[config.mk]
export PLATFORM = sky130hd
export DESIGN_NAME = depth_minmax_gray_normalizer_unit_flat
export DESIGN_NICKNAME = d
export VERILOG_FILES = /design/src/hdl/dmg_pkg.sv /design/src/hdl/dmg_channels.sv /design/src/hdl/dmg_front.sv /design/src/hdl/dmg_job_fifo.sv /design/src/hdl/dmg_back.sv /design/src/hdl/depth_minmax_gray_normalizer_unit.sv /design/src/flat_wrapper.sv
export SDC_FILE = /design/constraint.sdc
export NUM_CORES = 1
export LEC_CHECK = 0
export BUFFER_PORTS_ARGS = -buffer_cell sky130_fd_sc_hd__buf_2
export CAP_MARGIN = 20
export CORE_ASPECT_RATIO = 0.75
export CORE_MARGIN = 2
export CORE_UTILIZATION = 40
export DETAILED_ROUTE_END_ITERATION = 6
export GPL_ROUTABILITY_DRIVEN = 1
export PLACE_DENSITY = 0.58
export SETUP_SLACK_MARGIN = 0.15
export SYNTH_ARGS = -nofsm -noshare
export SYNTH_HDL_FRONTEND = slang
export SYNTH_SLANG_ARGS = --single-unit
[constraint.sdc]
create_clock -name clk -period 11.3 [get_ports clk]
set_input_delay 1.13 -clock clk [delete_from_list [all_inputs] [get_ports clk]]
set_output_delay 1.13 -clock clk [all_outputs]
set_load 0.02 [all_outputs]
[src/hdl/dmg_pkg.sv]
`timescale 1ns / 1ps
// ============================================================================
// Depth min-max gray normalizer package
// Shared codes, constants and the job record passed from front to back.
// ============================================================================
package dmg_pkg;

    // Job queue geometry.
    localparam int FIFO_DEPTH = 4;
    localparam int FIFO_PTR_W = 2;

    // Quotient bits produced by the divider; larger quotients saturate.
    localparam int QUOT_BITS = 8;
    localparam int STEP_W    = 3;

    // Command codes carried in the request.
    typedef enum logic [1:0] {
        CMD_CLEAR   = 2'd0,
        CMD_MEASURE = 2'd1,
        CMD_CONVERT = 2'd2
    } cmd_t;

    // Configuration register indexes.
    localparam logic CFG_WIDE_SAMPLES = 1'b0;
    localparam logic CFG_BIG_ENDIAN   = 1'b1;

    // Value constants.
    localparam logic [7:0]  GRAY_MAX    = 8'd255;
    localparam logic [15:0] NARROW_SPAN = 16'd254;
    localparam logic [15:0] BOUND_UNSET = 16'hFFFF;

    // One convert job: either a ready gray value or a division to run.
    typedef struct packed {
        logic        direct;
        logic [7:0]  value;
        logic [23:0] dividend;
        logic [15:0] divisor;
    } job_t;

endpackage

[src/hdl/dmg_channels.sv]
`timescale 1ns / 1ps
// ============================================================================
// Normalizer channels
// Valid/ready interfaces for the sample requests and the gray results.
// ============================================================================
interface dmg_in_if;
    logic       valid;
    logic       ready;
    logic [1:0] command;
    logic [7:0] first_byte;
    logic [7:0] second_byte;

    modport source (output valid, output command, output first_byte,
                    output second_byte, input ready);
    modport sink   (input valid, input command, input first_byte,
                    input second_byte, output ready);
endinterface

interface dmg_out_if;
    logic       valid;
    logic       ready;
    logic [7:0] gray;

    modport source (output valid, output gray, input ready);
    modport sink   (input valid, input gray, output ready);
endinterface

[src/hdl/dmg_front.sv]
`timescale 1ns / 1ps
// ============================================================================
// Normalizer front end
// Accepts requests, keeps the configuration and the depth bounds, and turns
// each convert request into a job for the divider back end.
// ============================================================================
module dmg_front
(
    input  logic          clk,
    input  logic          rst_n,
    dmg_in_if.sink        in_chan,
    input  logic          cfg_we,
    input  logic          cfg_index,
    input  logic          cfg_data,
    input  logic          fifo_full,
    output logic          job_push,
    output dmg_pkg::job_t job
);

    logic        wide_reg;
    logic        wide_next;
    logic        endian_reg;
    logic        endian_next;
    logic [15:0] low_reg;
    logic [15:0] low_next;
    logic [15:0] high_reg;
    logic [15:0] high_next;

    logic          accept;
    dmg_pkg::cmd_t cmd;
    logic [15:0]   sample;
    logic [15:0]   low_eff;
    logic [15:0]   num_base;
    logic [7:0]    narrow_base;

    // A request is taken whenever the job queue has room.
    assign in_chan.ready = !fifo_full;
    assign accept        = in_chan.valid && in_chan.ready;
    assign cmd           = dmg_pkg::cmd_t'(in_chan.command);

    // Assemble the 16-bit sample according to byte order.
    assign sample = endian_reg ? {in_chan.first_byte, in_chan.second_byte}
                               : {in_chan.second_byte, in_chan.first_byte};

    // An unset minimum counts as zero.
    assign low_eff = (low_reg == dmg_pkg::BOUND_UNSET) ? 16'd0 : low_reg;

    // Numerator before scaling by 255; the 8-bit range starts at one.
    assign narrow_base = in_chan.first_byte - 8'd1;
    assign num_base    = wide_reg ? (sample - low_eff) : {8'h00, narrow_base};

    // Build the job, settling the special cases without a division.
    always_comb
    begin
        job.direct   = 1'b0;
        job.value    = 8'd0;
        job.dividend = {num_base, 8'h00} - {8'h00, num_base};
        job.divisor  = wide_reg ? (high_reg - low_eff) : dmg_pkg::NARROW_SPAN;
        if (wide_reg)
        begin
            if (sample == 16'd0)
            begin
                job.direct = 1'b1;
                job.value  = 8'd0;
            end
            else if (high_reg <= low_eff)
            begin
                job.direct = 1'b1;
                job.value  = dmg_pkg::GRAY_MAX;
            end
            else if (sample < low_eff)
            begin
                job.direct = 1'b1;
                job.value  = 8'd0;
            end
        end
        else if (in_chan.first_byte == 8'd0)
        begin
            job.direct = 1'b1;
            job.value  = 8'd0;
        end
    end

    assign job_push = accept && (cmd == dmg_pkg::CMD_CONVERT);

    // Configuration writes and bound tracking.
    always_comb
    begin
        wide_next   = wide_reg;
        endian_next = endian_reg;
        low_next    = low_reg;
        high_next   = high_reg;
        if (cfg_we)
        begin
            case (cfg_index)
                dmg_pkg::CFG_WIDE_SAMPLES: wide_next   = cfg_data;
                dmg_pkg::CFG_BIG_ENDIAN:   endian_next = cfg_data;
                default:                   wide_next   = wide_reg;
            endcase
        end
        if (accept)
        begin
            case (cmd)
                dmg_pkg::CMD_CLEAR:
                begin
                    low_next  = dmg_pkg::BOUND_UNSET;
                    high_next = 16'd0;
                end
                dmg_pkg::CMD_MEASURE:
                begin
                    if (wide_reg && (sample != 16'd0))
                    begin
                        if (sample < low_reg)
                        begin
                            low_next = sample;
                        end
                        if (sample > high_reg)
                        begin
                            high_next = sample;
                        end
                    end
                end
                default:
                begin
                    low_next = low_reg;
                end
            endcase
        end
    end

    always_ff @(posedge clk or negedge rst_n)
    begin
        if (!rst_n)
        begin
            wide_reg   <= 1'b1;
            endian_reg <= 1'b0;
            low_reg    <= dmg_pkg::BOUND_UNSET;
            high_reg   <= 16'd0;
        end
        else
        begin
            wide_reg   <= wide_next;
            endian_reg <= endian_next;
            low_reg    <= low_next;
            high_reg   <= high_next;
        end
    end

endmodule

[src/hdl/dmg_job_fifo.sv]
`timescale 1ns / 1ps
// ============================================================================
// Normalizer job queue
// Small first-in first-out buffer that decouples the front end from the
// divider back end.
// ============================================================================
module dmg_job_fifo
(
    input  logic          clk,
    input  logic          rst_n,
    input  logic          push,
    input  dmg_pkg::job_t push_job,
    input  logic          pop,
    output dmg_pkg::job_t head_job,
    output logic          full,
    output logic          empty
);

    localparam int CNT_W = dmg_pkg::FIFO_PTR_W + 1;

    dmg_pkg::job_t                   mem_reg [dmg_pkg::FIFO_DEPTH];
    logic [dmg_pkg::FIFO_PTR_W-1:0]  wr_ptr_reg;
    logic [dmg_pkg::FIFO_PTR_W-1:0]  rd_ptr_reg;
    logic [CNT_W-1:0]                count_reg;
    logic [CNT_W-1:0]                count_next;

    assign full     = (count_reg == CNT_W'(dmg_pkg::FIFO_DEPTH));
    assign empty    = (count_reg == '0);
    assign head_job = mem_reg[rd_ptr_reg];

    // Occupancy follows the push and pop strobes.
    always_comb
    begin
        count_next = count_reg;
        if (push && !pop)
        begin
            count_next = count_reg + 1'b1;
        end
        else if (pop && !push)
        begin
            count_next = count_reg - 1'b1;
        end
    end

    // Storage needs no reset.
    always_ff @(posedge clk)
    begin
        if (push)
        begin
            mem_reg[wr_ptr_reg] <= push_job;
        end
    end

    always_ff @(posedge clk or negedge rst_n)
    begin
        if (!rst_n)
        begin
            wr_ptr_reg <= '0;
            rd_ptr_reg <= '0;
            count_reg  <= '0;
        end
        else
        begin
            if (push)
            begin
                wr_ptr_reg <= wr_ptr_reg + 1'b1;
            end
            if (pop)
            begin
                rd_ptr_reg <= rd_ptr_reg + 1'b1;
            end
            count_reg <= count_next;
        end
    end

endmodule

[src/hdl/dmg_back.sv]
`timescale 1ns / 1ps
// ============================================================================
// Normalizer back end
// Takes jobs from the queue, runs an 8-step restoring divider for the
// normalized gray level and holds the result in the output register.
// ============================================================================
module dmg_back
(
    input  logic          clk,
    input  logic          rst_n,
    input  logic          fifo_empty,
    input  dmg_pkg::job_t head_job,
    output logic          pop,
    dmg_out_if.source     out_chan
);

    typedef enum logic {
        ST_IDLE,
        ST_DIVIDE
    } state_t;

    state_t                      state_reg;
    state_t                      state_next;
    logic [23:0]                 rem_reg;
    logic [23:0]                 rem_next;
    logic [22:0]                 shift_div_reg;
    logic [22:0]                 shift_div_next;
    logic [dmg_pkg::QUOT_BITS-1:0] quot_reg;
    logic [dmg_pkg::QUOT_BITS-1:0] quot_next;
    logic [dmg_pkg::STEP_W-1:0]  step_reg;
    logic [dmg_pkg::STEP_W-1:0]  step_next;
    logic                        out_valid_reg;
    logic                        out_valid_next;
    logic [7:0]                  gray_reg;
    logic [7:0]                  gray_next;

    logic                        out_free;
    logic                        trial_ok;
    logic [dmg_pkg::QUOT_BITS-1:0] quot_shifted;

    assign out_chan.valid = out_valid_reg;
    assign out_chan.gray  = gray_reg;
    assign out_free       = !out_valid_reg || out_chan.ready;

    // One restoring step: compare the remainder with the shifted divisor.
    assign trial_ok     = (rem_reg >= {1'b0, shift_div_reg});
    assign quot_shifted = {quot_reg[dmg_pkg::QUOT_BITS-2:0], trial_ok};

    always_comb
    begin
        state_next     = state_reg;
        rem_next       = rem_reg;
        shift_div_next = shift_div_reg;
        quot_next      = quot_reg;
        step_next      = step_reg;
        out_valid_next = out_valid_reg;
        gray_next      = gray_reg;
        pop            = 1'b0;

        if (out_valid_reg && out_chan.ready)
        begin
            out_valid_next = 1'b0;
        end

        case (state_reg)
            ST_IDLE:
            begin
                if (!fifo_empty && out_free)
                begin
                    pop = 1'b1;
                    if (head_job.direct)
                    begin
                        gray_next      = head_job.value;
                        out_valid_next = 1'b1;
                    end
                    else if (head_job.dividend >= {head_job.divisor, 8'h00})
                    begin
                        // Quotient of 256 or more saturates.
                        gray_next      = dmg_pkg::GRAY_MAX;
                        out_valid_next = 1'b1;
                    end
                    else
                    begin
                        rem_next       = head_job.dividend;
                        shift_div_next = {head_job.divisor, 7'd0};
                        quot_next      = '0;
                        step_next      = dmg_pkg::STEP_W'(dmg_pkg::QUOT_BITS - 1);
                        state_next     = ST_DIVIDE;
                    end
                end
            end
            ST_DIVIDE:
            begin
                if (trial_ok)
                begin
                    rem_next = rem_reg - {1'b0, shift_div_reg};
                end
                shift_div_next = {1'b0, shift_div_reg[22:1]};
                quot_next      = quot_shifted;
                step_next      = step_reg - 1'b1;
                if (step_reg == '0)
                begin
                    // The output register was freed when this job started.
                    gray_next      = quot_shifted;
                    out_valid_next = 1'b1;
                    state_next     = ST_IDLE;
                end
            end
            default:
            begin
                state_next = ST_IDLE;
            end
        endcase
    end

    always_ff @(posedge clk or negedge rst_n)
    begin
        if (!rst_n)
        begin
            state_reg     <= ST_IDLE;
            step_reg      <= '0;
            out_valid_reg <= 1'b0;
            gray_reg      <= 8'd0;
        end
        else
        begin
            state_reg     <= state_next;
            step_reg      <= step_next;
            out_valid_reg <= out_valid_next;
            gray_reg      <= gray_next;
        end
    end

    // Datapath registers need no reset.
    always_ff @(posedge clk)
    begin
        rem_reg       <= rem_next;
        shift_div_reg <= shift_div_next;
        quot_reg      <= quot_next;
    end

endmodule

[src/hdl/depth_minmax_gray_normalizer_unit.sv]
`timescale 1ns / 1ps
// Flow: each accepted convert request becomes a queue job; the back end pops it and either
// registers a gray value at once (ready or saturated) or runs the 8-step divider first.
// Throughput: requests are taken every cycle while the four-entry queue has room; the back end
// takes no new job while a division runs or while its output holds a stalled result.
// Reset: asynchronous, active low; bounds go unset, 16-bit little-endian mode, queue empty.
// ============================================================================
// Depth min-max gray normalizer
// Top level: front end, job queue and divider back end.
// ============================================================================
module depth_minmax_gray_normalizer_unit
(
    input  logic      clk,
    input  logic      rst_n,
    dmg_in_if.sink    in_chan,
    dmg_out_if.source out_chan,
    input  logic      cfg_we,
    input  logic      cfg_index,
    input  logic      cfg_data
);

    dmg_pkg::job_t push_job;
    dmg_pkg::job_t head_job;
    logic          job_push;
    logic          job_pop;
    logic          fifo_full;
    logic          fifo_empty;

    // Request intake, configuration and bounds.
    dmg_front u_front
    (
        .clk       (clk),
        .rst_n     (rst_n),
        .in_chan   (in_chan),
        .cfg_we    (cfg_we),
        .cfg_index (cfg_index),
        .cfg_data  (cfg_data),
        .fifo_full (fifo_full),
        .job_push  (job_push),
        .job       (push_job)
    );

    // Job queue between the two halves.
    dmg_job_fifo u_fifo
    (
        .clk      (clk),
        .rst_n    (rst_n),
        .push     (job_push),
        .push_job (push_job),
        .pop      (job_pop),
        .head_job (head_job),
        .full     (fifo_full),
        .empty    (fifo_empty)
    );

    // Divider and result register.
    dmg_back u_back
    (
        .clk        (clk),
        .rst_n      (rst_n),
        .fifo_empty (fifo_empty),
        .head_job   (head_job),
        .pop        (job_pop),
        .out_chan   (out_chan)
    );

endmodule

[src/flat_wrapper.sv]
// flat-port wrapper written by rule: the top's interface ports become plain ports
module depth_minmax_gray_normalizer_unit_flat 
  (clk, rst_n, cfg_we, cfg_index, cfg_data, in_chan_valid, in_chan_command, in_chan_first_byte, in_chan_second_byte, in_chan_ready, out_chan_valid, out_chan_gray, out_chan_ready);
  dmg_in_if in_chan_i ();
  dmg_out_if out_chan_i ();
  input  logic clk;
  input  logic rst_n;
  input  logic cfg_we;
  input  logic cfg_index;
  input  logic cfg_data;
  input wire logic [$bits(in_chan_i.valid)-1:0] in_chan_valid;
  input wire logic [$bits(in_chan_i.command)-1:0] in_chan_command;
  input wire logic [$bits(in_chan_i.first_byte)-1:0] in_chan_first_byte;
  input wire logic [$bits(in_chan_i.second_byte)-1:0] in_chan_second_byte;
  output wire logic [$bits(in_chan_i.ready)-1:0] in_chan_ready;
  output wire logic [$bits(out_chan_i.valid)-1:0] out_chan_valid;
  output wire logic [$bits(out_chan_i.gray)-1:0] out_chan_gray;
  input wire logic [$bits(out_chan_i.ready)-1:0] out_chan_ready;
  assign in_chan_i.valid = in_chan_valid;
  assign in_chan_i.command = in_chan_command;
  assign in_chan_i.first_byte = in_chan_first_byte;
  assign in_chan_i.second_byte = in_chan_second_byte;
  assign in_chan_ready = in_chan_i.ready;
  assign out_chan_valid = out_chan_i.valid;
  assign out_chan_gray = out_chan_i.gray;
  assign out_chan_i.ready = out_chan_ready;
  depth_minmax_gray_normalizer_unit u_core (.clk(clk), .rst_n(rst_n), .in_chan(in_chan_i), .out_chan(out_chan_i), .cfg_we(cfg_we), .cfg_index(cfg_index), .cfg_data(cfg_data));
endmodule
==> out/metrics.cfg, run 1 <==
[status]
outcome = finished clean

[clock_network]
clockBufferDepth = 3
insertion_delay_ps = 570
cts_setup_buffers = 0
tritoncts = done
post_cts_resized = 0
cts_buffers = 29
cts.sinks = 276
ctsHoldBuffers = 0
ctsRootBufferMaster = clkbuf_16
clk_pin_slew_ps = 70
ctsHtreeMaxLevel = 1

[routing]
viasPerCell = 5.45
num_vias = 10600
drc_errors = 0
drt-total-wl_um = 38200
drt_iter0_markers = 818
wl_per_cell_um = 19.6
postRouteAntennaNets = 0
drtPass1Iterations = 5

[power_and_ir_drop]
cellInternalPower_mw = 3.42
p_sw_share_pct = 41.2
ir_drop_uv = 124
cellPowerDensity_nw_per_um2 = 328
pwr-share-comb_pct = 53.4
power_leakage_nw = 7.12
p_switching_mw = 2.40
seq_power_share_pct = 30.4
clkPwrFrac_pct = 16.1

[setup_path]
cp_max_fo = 21
cpPeakStageDelay_ps = 950
crit_family = compound AO/OA/AOI/OAI gates
cp_data_arrival_time_ps = 6100
worstReg2RegStart = u_core.u_front.endian_reg$_DFFE_PN0P_
path_buf_inv = 1
r2r_end = u_core.u_fifo.mem_reg[0][37]$_DFFE_PP_
path_cells = mux2i_1 > ha_1 > inv_1 > fa_1 > a211oi_1 > o21ai_1 > a31o_2 > a311oi_1 > xnor2_1 > nand2_1 > ha_1 > nand4_1 > nor2_1 > nand2_1 > o31a_1 > o21ai_2 > nor2_1 > xnor2_1
crit_type = flop to flop
critical_path.startpoint = u_core.u_front.endian_reg$_DFFE_PN0P_
cp_slowest_cell = dfrtp_1
required_ps = 11620
r2r_cells = 18
endpoint_kind = flop
cp-start-kind = flop
r2r_setup_slack_ps = 5520

[die]
die-area_um2 = 41700
core_area_um2 = 39500
die_w_um = 235
start_util_pct = 40.6
pin_count = 35
rows = 63
die_y_um = 177

[finish]
final_cell_area_um2 = 17700
fin_util_pct = 44.9
multi_input_area_um2 = 7310
synthToLayoutAreaGrowth_pct = 10.7
largest_reg_flops = 168
layout-drive-gt1-share_pct = 16.5
n_fill_cell = 3640
seqCellArea_um2 = 8040
finalNetCount = 1561
diodes = 0

[yosys]
synth-main-ff-cell = edfxtp_1
synth_area_um2 = 16000
ys_warn_count = 0
syn_inst = 1374
synth.distinct_cells = 78
ys_seq_area_share_pct = 50.1
syn_nets = 1525
yosys-top-cells-count = edfxtp_1, inv_1, ha_1
synth_most_common_cell = edfxtp_1
synthArstFlopShare_pct = 19.6
netlist_top_cells_area = edfxtp_1, ha_1, mux4_2
yosys.area.top_type = edfxtp_1
ys_ff_latch = 276
synth.avg_cell_area_um2 = 11.7
synth-edff-count = 222
yosysTopAreaCellShare_pct = 41.6

[worst_hold_path]
min_to = u_core.u_fifo.count_reg[2]$_DFFE_PN0P_
hp-class = flop to flop
worstHoldStart = u_core.u_fifo.count_reg[2]$_DFFE_PN0P_
worstHoldPathCells = 1

[timing]
max_slew_margin_pct = 38.3
skew_ps = 15.7
fin_crit_ps = 5780
hold_viol = 0
tightest_slew_ps = 925
fin_crit_sh_pct = 51.1
rsz0062_at_grt = no
setup_tns_ps = 0
final_max_slew_viol_count = 0
fmax_ghz = 0.173
setup_violations = 0

[global_routing]
grt.overflow.total = 0
grt_first_pass_wirelength_um = 61500
grt_pass1_vias = 10800
grt_max_degree = 55
antenna_found_initial = 0
grt_use_total_pct = 18.8

[placement]
routabilityCongestion = 0.854
portBuffers = 34
hpwl_um = 27900
placed_area_um2 = 16800

[job]
maxCapViolations = 0

-- cells in the final DEF, fill, tap and decap left out, types with 7 or more instances in the layout --
cell type and count:
a21o_1 21, a21oi_1 66, and3_1 8, buf_2 34, buf_4 15, clkbuf_16 29, dfrtp_1 35, dfstp_2 17
edfxtp_1 222, ha_1 122, inv_1 131, mux2_2 53, mux2i_1 18, mux4_2 42, nand2_1 120, nand2b_1 15
nand3_1 19, nand4_1 19, nor2_1 99, nor2b_1 13, nor3_1 22, nor4_1 10, o21a_1 14, o21ai_0 66
o21bai_1 8, or3_1 7, xnor2_1 41, xor2_1 26
-- area by class of cell --
type                    count  area share [%]
well taps                 520            3.67
clock inverters            16           0.853
flip-flops and latches    276            45.3
inverters                 133            2.83
clock buffers              37            4.37
multi-input cells         919            41.2
repair buffers             51            1.81
-- layer usage --
metal  GRT usage (%)  up-vias  share of wire [%]
met5               0        -                  0
met4            4.85        0                2.6
met3            2.74       55                4.1
met2            28.6      186                 43
met1            28.1     5290                 50
li1                -     5111                  -
-- power by group through the flow --
stage                     sequential (mW)  combinational (mW)  clock, mW
after floorplan                      1.76                2.29          0
after global placement               1.79                3.01          0
after detailed placement             1.79                3.07          0
after CTS                            1.78                3.08      0.964
after global routing                 1.80                3.49       1.00
final                                1.77                3.11      0.938
-- metrics by stage --
| stage | std cells | worst slack (ps) | total power [mW] | hold WS, ps |
|---|---|---|---|---|
| after detailed placement | 1897 | 5420 | 4.86 | 489 |
| after floorplan | 1374 | 5440 | 4.05 | 465 |
| after global routing | 1952 | 5040 | 6.30 | 519 |
| after global placement | 1897 | 5570 | 4.79 | 483 |
| after CTS | 1950 | 5610 | 5.82 | 497 |
| final | 1952 | 5520 | 5.82 | 490 |
-- worst max-delay path by stage --
stage / endpoint / depth (start not counted)
global placement: u_core.u_fifo.mem_reg[0][34]$_DFFE_PP_ / 19
global route: u_core.u_fifo.mem_reg[2][37]$_DFFE_PP_ / 18
CTS: u_core.u_fifo.mem_reg[0][37]$_DFFE_PP_ / 18
floorplan: u_core.u_back.step_reg[0]$_DFFE_PN0P_ / 14
finish: u_core.u_fifo.mem_reg[0][37]$_DFFE_PP_ / 18
detailed placement: u_core.u_fifo.mem_reg[2][37]$_DFFE_PP_ / 19
-- worst reg2reg max path, delay by kind of cell (launching register included) --
family	cells	cell delay, ps
AOI/OAI and AO/OA	6	1720
xor gates and xnor gates	2	510
adders and majority gates	3	1070
buffers and inverters	1	50
DFF	1	950
muxes	1	620
and+or+nand+nor	5	610
-- cells by family after synthesis --
| family | after synthesis | share of synthesized area, % |
|---|---|---|
| simple gates | 363 | 10.7 |
| flops | 276 | 50.1 |
| compound gates | 250 | 10.3 |
| buf+inv | 179 | 4.42 |
| fa+ha+maj | 126 | 10.0 |
| mux | 113 | 10.7 |
| xor+xnor | 67 | 3.66 |
Note: power is estimated with default switching activity, not from simulation.
==> run 2, diff against run 1 <==
ABC_AREA = 1   (was default)
PLACE_DENSITY = 0.6   (was 0.58)
clock period = 5.15 ns   (was 11.3 ns; I/O delays follow)
==> run 2 against run 1 <==
Hold slack worse by 370 ps. Fmax is 26% higher. Clock power is 130% higher. Synthesized cell count is 38% higher. Via count is 26% higher. Cell area is 4.9% higher. Power is 150% higher. Sequential cell count stayed put. First-iteration DRC count is 66% higher. Cell count is 29% higher. Utilization is 0.73 points higher. Global-route usage is 2.9 points higher. Critical endpoint is now u_core.u_fifo.mem_reg[2][33]$_DFFE_PP_.
==> out/metrics.cfg, run 2 <==
[setup_path]
cpPeakStageDelay_ps = 560
required_ps = 5530
crit_top_cell = nand2_1
cp-start-kind = flop
r2r_cells = 26
cp_slowest_cell = dfstp_2
crit_type = flop to flop
cp_max_fo = 8
r2r_setup_slack_ps = 560
endpoint_kind = flop
cp_data_arrival_time_ps = 4960

[placement]
placed_area_um2 = 17600
portBuffers = 34
hpwl_um = 34100
routabilityCongestion = 0.963

[worst_hold_path]
hp-class = input port to async pin

[global_routing]
gr-usage-met2_pct = 30.3
grt_use_met3_pct = 5.57
antenna_found_initial = 0
grt_max_degree = 74
grt_use_met1_pct = 33.4
grt_first_pass_wirelength_um = 72800
grt_pass1_vias = 12900
grt_use_total_pct = 21.7
grt.overflow.total = 0
top_usage_layer = met1

[die]
pin_count = 35
die-area_um2 = 43000
rows = 64
core_area_um2 = 40800
die_y_um = 180
start_util_pct = 40.5
die_w_um = 239

[timing]
setup_violations = 0
skew_ps = 24.4
holdWs_ps = 122
setup_tns_ps = 0
rsz0062_at_grt = no
fin_crit_sh_pct = 89.1
final_max_slew_viol_count = 0
max_slew_margin_pct = 30.9
tightest_slew_ps = 1040
fin_crit_ps = 4590
fmax_ghz = 0.218
hold_viol = 0

[routing]
drtPass1Iterations = 5
viasPerCell = 5.35
postRouteAntennaNets = 0
num_vias = 13400
drt-total-wl_um = 46200
drt_iter0_markers = 1357
wl_per_cell_um = 18.4
drc_errors = 0

[finish]
final_cell_area_um2 = 18600
layout_common_cells = nand2_1, edfxtp_1, inv_1, nor2_1, o21ai_0
fin_util_pct = 45.7
diodes = 0
largest_reg_flops = 168
final_common_cell = nand2_1
synthToLayoutAreaGrowth_pct = 12.7
finalNetCount = 2115
layout-drive-gt1-share_pct = 9.98

[clock_network]
ctsHoldBuffers = 0
tritoncts = done
cts_setup_buffers = 0
cts_buffers = 31
insertion_delay_ps = 580
clockBufferDepth = 3
clk_pin_slew_ps = 70
ctsRootBufferMaster = clkbuf_16
cts.sinks = 276
ctsHtreeMaxLevel = 1

[power_and_ir_drop]
cellPowerDensity_nw_per_um2 = 773
ir_drop_uv = 311
power_leakage_nw = 8.14

[yosys]
yosys.area.top_type = edfxtp_1
synth.avg_cell_area_um2 = 8.73
ys_warn_count = 0
synth.distinct_cells = 45
yosysTopAreaCellShare_pct = 40.4
yosys-top-cells-count = nand2_1, edfxtp_1, inv_1
netlist_top_cells_area = edfxtp_1, nand2_1, ha_1
ys_ff_latch = 276
synth_area_um2 = 16500
synth-edff-count = 222
synth-main-ff-cell = edfxtp_1
syn_nets = 2043
ys_seq_area_share_pct = 48.7
synthArstFlopShare_pct = 19.6
syn_inst = 1892
synth_most_common_cell = nand2_1

[status]
outcome = finished clean

[job]
maxCapViolations = 0

## run 2: cell types whose count changed after synthesis, moves of 17 or more
cell,change
o21ai_0,+64
mux4_2,-42
inv_1,+79
mux2_2,-53
nor2_1,+51
a21oi_1,+42
nand3_1,+81
o22ai_1,+17
xnor2_1,-29
nand2_1,+372
## run 2: repair_timing
| action | CTS | global route |
|---|---|---|
| endpoints found under the hold margin | 0 | 0 |
| gates resized for setup | 0 | 2 |
| endpoints found under the setup margin | 0 | 8 |
## run 2: critical path: cells and delay by family, from the launching register on
family	cells	cell delay, ps
and+or+nand+nor	15	1920
AOI/OAI and AO/OA	2	310
adders and majority gates	2	710
xor gates and xnor gates	1	270
buffers and inverters	6	600
DFF	1	560
## run 2: area by class of cell
cell class	instances	area [µm²]
fillers	3927	22100
flip-flops and latches	276	8040
multi-input cells	1343	7470
inverters	218	818
clock buffers	34	787
well taps	528	661
repair buffers	94	658
clock inverters	19	183
## run 2: final timing paths
path | to | start
min in group clk | u_core.u_front.wide_reg$_DFFE_PN1P_ | cfg_we
setup reg to reg | u_core.u_fifo.mem_reg[2][33]$_DFFE_PP_ | u_core.u_front.low_reg[11]$_DFFE_PN1P_
max in group asynchronous | u_core.u_back.state_reg$_DFF_PN0_ | rst_n
setup / recovery | u_core.u_fifo.mem_reg[2][33]$_DFFE_PP_ | u_core.u_front.low_reg[11]$_DFFE_PN1P_
hold / removal | u_core.u_fifo.wr_ptr_reg[0]$_DFFE_PN0P_ | rst_n
hold reg to reg | u_core.u_front.low_reg[0]$_DFFE_PN1P_ | u_core.u_front.low_reg[0]$_DFFE_PN1P_
## run 2: metal layers
metal,wire length (µm),up-vias
met4,964,0
met5,0,-
li1,-,6602
met1,23100,6386
met3,3830,67
met2,18300,381
## run 2: where the power goes
group / internal, mW / total (mW) / switching [mW]
registers: 3.72 / 3.98 / 0.262
logic: 2.78 / 8.26 / 5.48
clock network: 1.24 / 2.15 / 0.910
## run 2: cell families after synthesis
group	synth area share (%)
compound gates	12.8
xor+xnor	1.86
fa+ha+maj	9.72
buf+inv	6.38
flops	48.7
mux	0.121
simple gates	20.5
## run 2: metrics by stage
| step | worst slack (ps) | total power, mW | std cells |
|---|---|---|---|
| 2_1_floorplan | 1130 | 9.41 | 1892 |
| 3_3_place_gp | 642 | 12.0 | 2459 |
| 3_5_place_dp | 619 | 12.1 | 2459 |
| 4_1_cts | 601 | 14.4 | 2512 |
| 5_1_grt | 165 | 15.6 | 2512 |
| 6_report | 563 | 14.4 | 2512 |
==> run 3, diff against run 2 <==
CORE_ASPECT_RATIO = default   (was 0.75)
==> run 3 against run 2 <==
Hold slack gained 17 ps. Clock power increased by 5%. First-iteration DRC count shrank 40%. Highest routed layer unchanged. Critical endpoint is now u_core.u_fifo.mem_reg[1][33]$_DFFE_PP_. Setup slack better by 53 ps. Sequential share of layout area is 0.35 points higher. Sequential cell count unchanged. Via count is 2.7% lower. Critical path type unchanged. Register-to-register slack improved by 50 ps.
==> out/metrics.cfg, run 3 (synthesized netlist as in run 2, its figures left out) <==
[status]
outcome = finished clean

[die]
die_w_um = 207
start_util_pct = 40.5
core_area_um2 = 40800
die_y_um = 207
pin_count = 35
rows = 74
die-area_um2 = 42900

[clock_network]
clk_pin_slew_ps = 60
cts_buffers = 34
insertion_delay_ps = 540
tritoncts = done
ctsRootBufferMaster = clkbuf_16
cts.sinks = 276
ctsHtreeMaxLevel = 2
post_cts_resized = 0
clockBufferDepth = 3
ctsHoldBuffers = 0
cts_setup_buffers = 0

[power_and_ir_drop]
ir_drop_uv = 346
cellPowerDensity_nw_per_um2 = 752
power_leakage_nw = 8.04
p_total_mw = 13.9

[routing]
routed.top_layer = met4
m1WireLength_um = 19900
drt_iter0_markers = 815
drt-total-wl_um = 42200
wl_per_cell_um = 16.9
dr_wl_met2_um = 19800
num_vias = 13100
viasPerCell = 5.24
wl_met3_um = 1730
postRouteAntennaNets = 0
drtPass1Iterations = 7
drc_errors = 0

[setup_path]
cp_slowest_cell = dfstp_2
path_depth = 22
r2r_cells = 22
crit_top_cell = nand2_1
worstReg2RegStart = u_core.u_front.low_reg[12]$_DFFE_PN1P_
required_ps = 5490
crit_type = flop to flop
critical_path.startpoint = u_core.u_front.low_reg[12]$_DFFE_PN1P_
cpPeakStageDelay_ps = 550
cp_data_arrival_time_ps = 4880
cp-start-kind = flop
path_cells = inv_1 > nor4_1 > nand4_1 > buf_4 > nand2_1 > ha_1 > a21oi_1 > nor2_1 > o21ai_0 > nand3_1 > nand2_1 > nand3_1 > ha_1 > nand2_1 > nor2_1 > nand2_1 > o211ai_1 > nand4_1 > nand4_1 > inv_1 > nand2_1 > xor2_1
endpoint_kind = flop
path_buf_inv = 3
cp_max_fo = 8
crit_family = simple AND/OR/NAND/NOR gates

[timing]
fin_crit_ps = 4530
skew_ps = 15.7
fin_ws_ps = 616
hold_viol = 0
max_slew_margin_pct = 46.4
setup_violations = 0
tightest_slew_ps = 804
rsz0062_at_grt = no
final_max_slew_viol_count = 0
fmax_ghz = 0.221
holdWs_ps = 139
setup_tns_ps = 0
fin_crit_sh_pct = 88.0

[global_routing]
grt_pass1_vias = 12600
grt_use_total_pct = 19.8
grt_first_pass_wirelength_um = 68200
grt.overflow.total = 0
grt_max_degree = 87
antenna_found_initial = 0

[placement]
portBuffers = 34
placed_area_um2 = 17400
routabilityCongestion = 0.890
pre_cts_ws_ps = 755
hpwl_um = 30700

[finish]
largest_reg_flops = 168
n_fill_cell = 3941
finalNetCount = 2088
final_common_cell = nand2_1
layout_common_cells = nand2_1, edfxtp_1, inv_1, nor2_1, o21ai_0
final_cell_area_um2 = 18500
layout-drive-gt1-share_pct = 8.67
synthToLayoutAreaGrowth_pct = 11.8
diodes = 0

[worst_hold_path]
hp-class = input port to async pin

[job]
maxCapViolations = 0

## run 3: layout make-up
class,count,area (µm²),area share [%]
flip-flops and latches,276,8040,43.5
multi-input cells,1343,7460,40.4
clock buffers,40,895,4.84
inverters,218,818,4.43
well taps,532,666,3.60
repair buffers,64,433,2.34
clock inverters,19,153,0.827
## run 3: layer usage
metal / track usage (%) / vias to the layer above
met5: 0 / -
met4: 5.44 / 0
met3: 2.54 / 54
met2: 33.1 / 277
met1: 27.1 / 6180
li1: - / 6556
## run 3: worst paths after layout
kind | slack, ps | endpoint
hold reg to reg | 460 | u_core.u_front.low_reg[1]$_DFFE_PN1P_
setup / recovery | 620 | u_core.u_fifo.mem_reg[1][33]$_DFFE_PP_
setup reg to reg | 620 | u_core.u_fifo.mem_reg[1][33]$_DFFE_PP_
max in group asynchronous | 4420 | u_core.u_back.state_reg$_DFF_PN0_
min in group clk | 150 | u_core.u_front.wide_reg$_DFFE_PN1P_
hold / removal | 140 | u_core.u_front.endian_reg$_DFFE_PN0P_
## run 3: where the power goes
group / total (mW) / switching, mW / internal (mW) / leakage, nW
Clock: 2.25 / 0.950 / 1.30 / 0.510
Combinational: 7.66 / 5.14 / 2.52 / 4.83
Sequential: 3.97 / 0.248 / 3.72 / 2.70
## run 3: per-stage QoR
stage | utilization, % | cells
2_1_floorplan | - | 1892
3_3_place_gp | 42.7 | 2433
3_5_place_dp | 42.7 | 2433
4_1_cts | 45.2 | 2492
5_1_grt | 45.2 | 2492
6_report | 45.2 | 2492
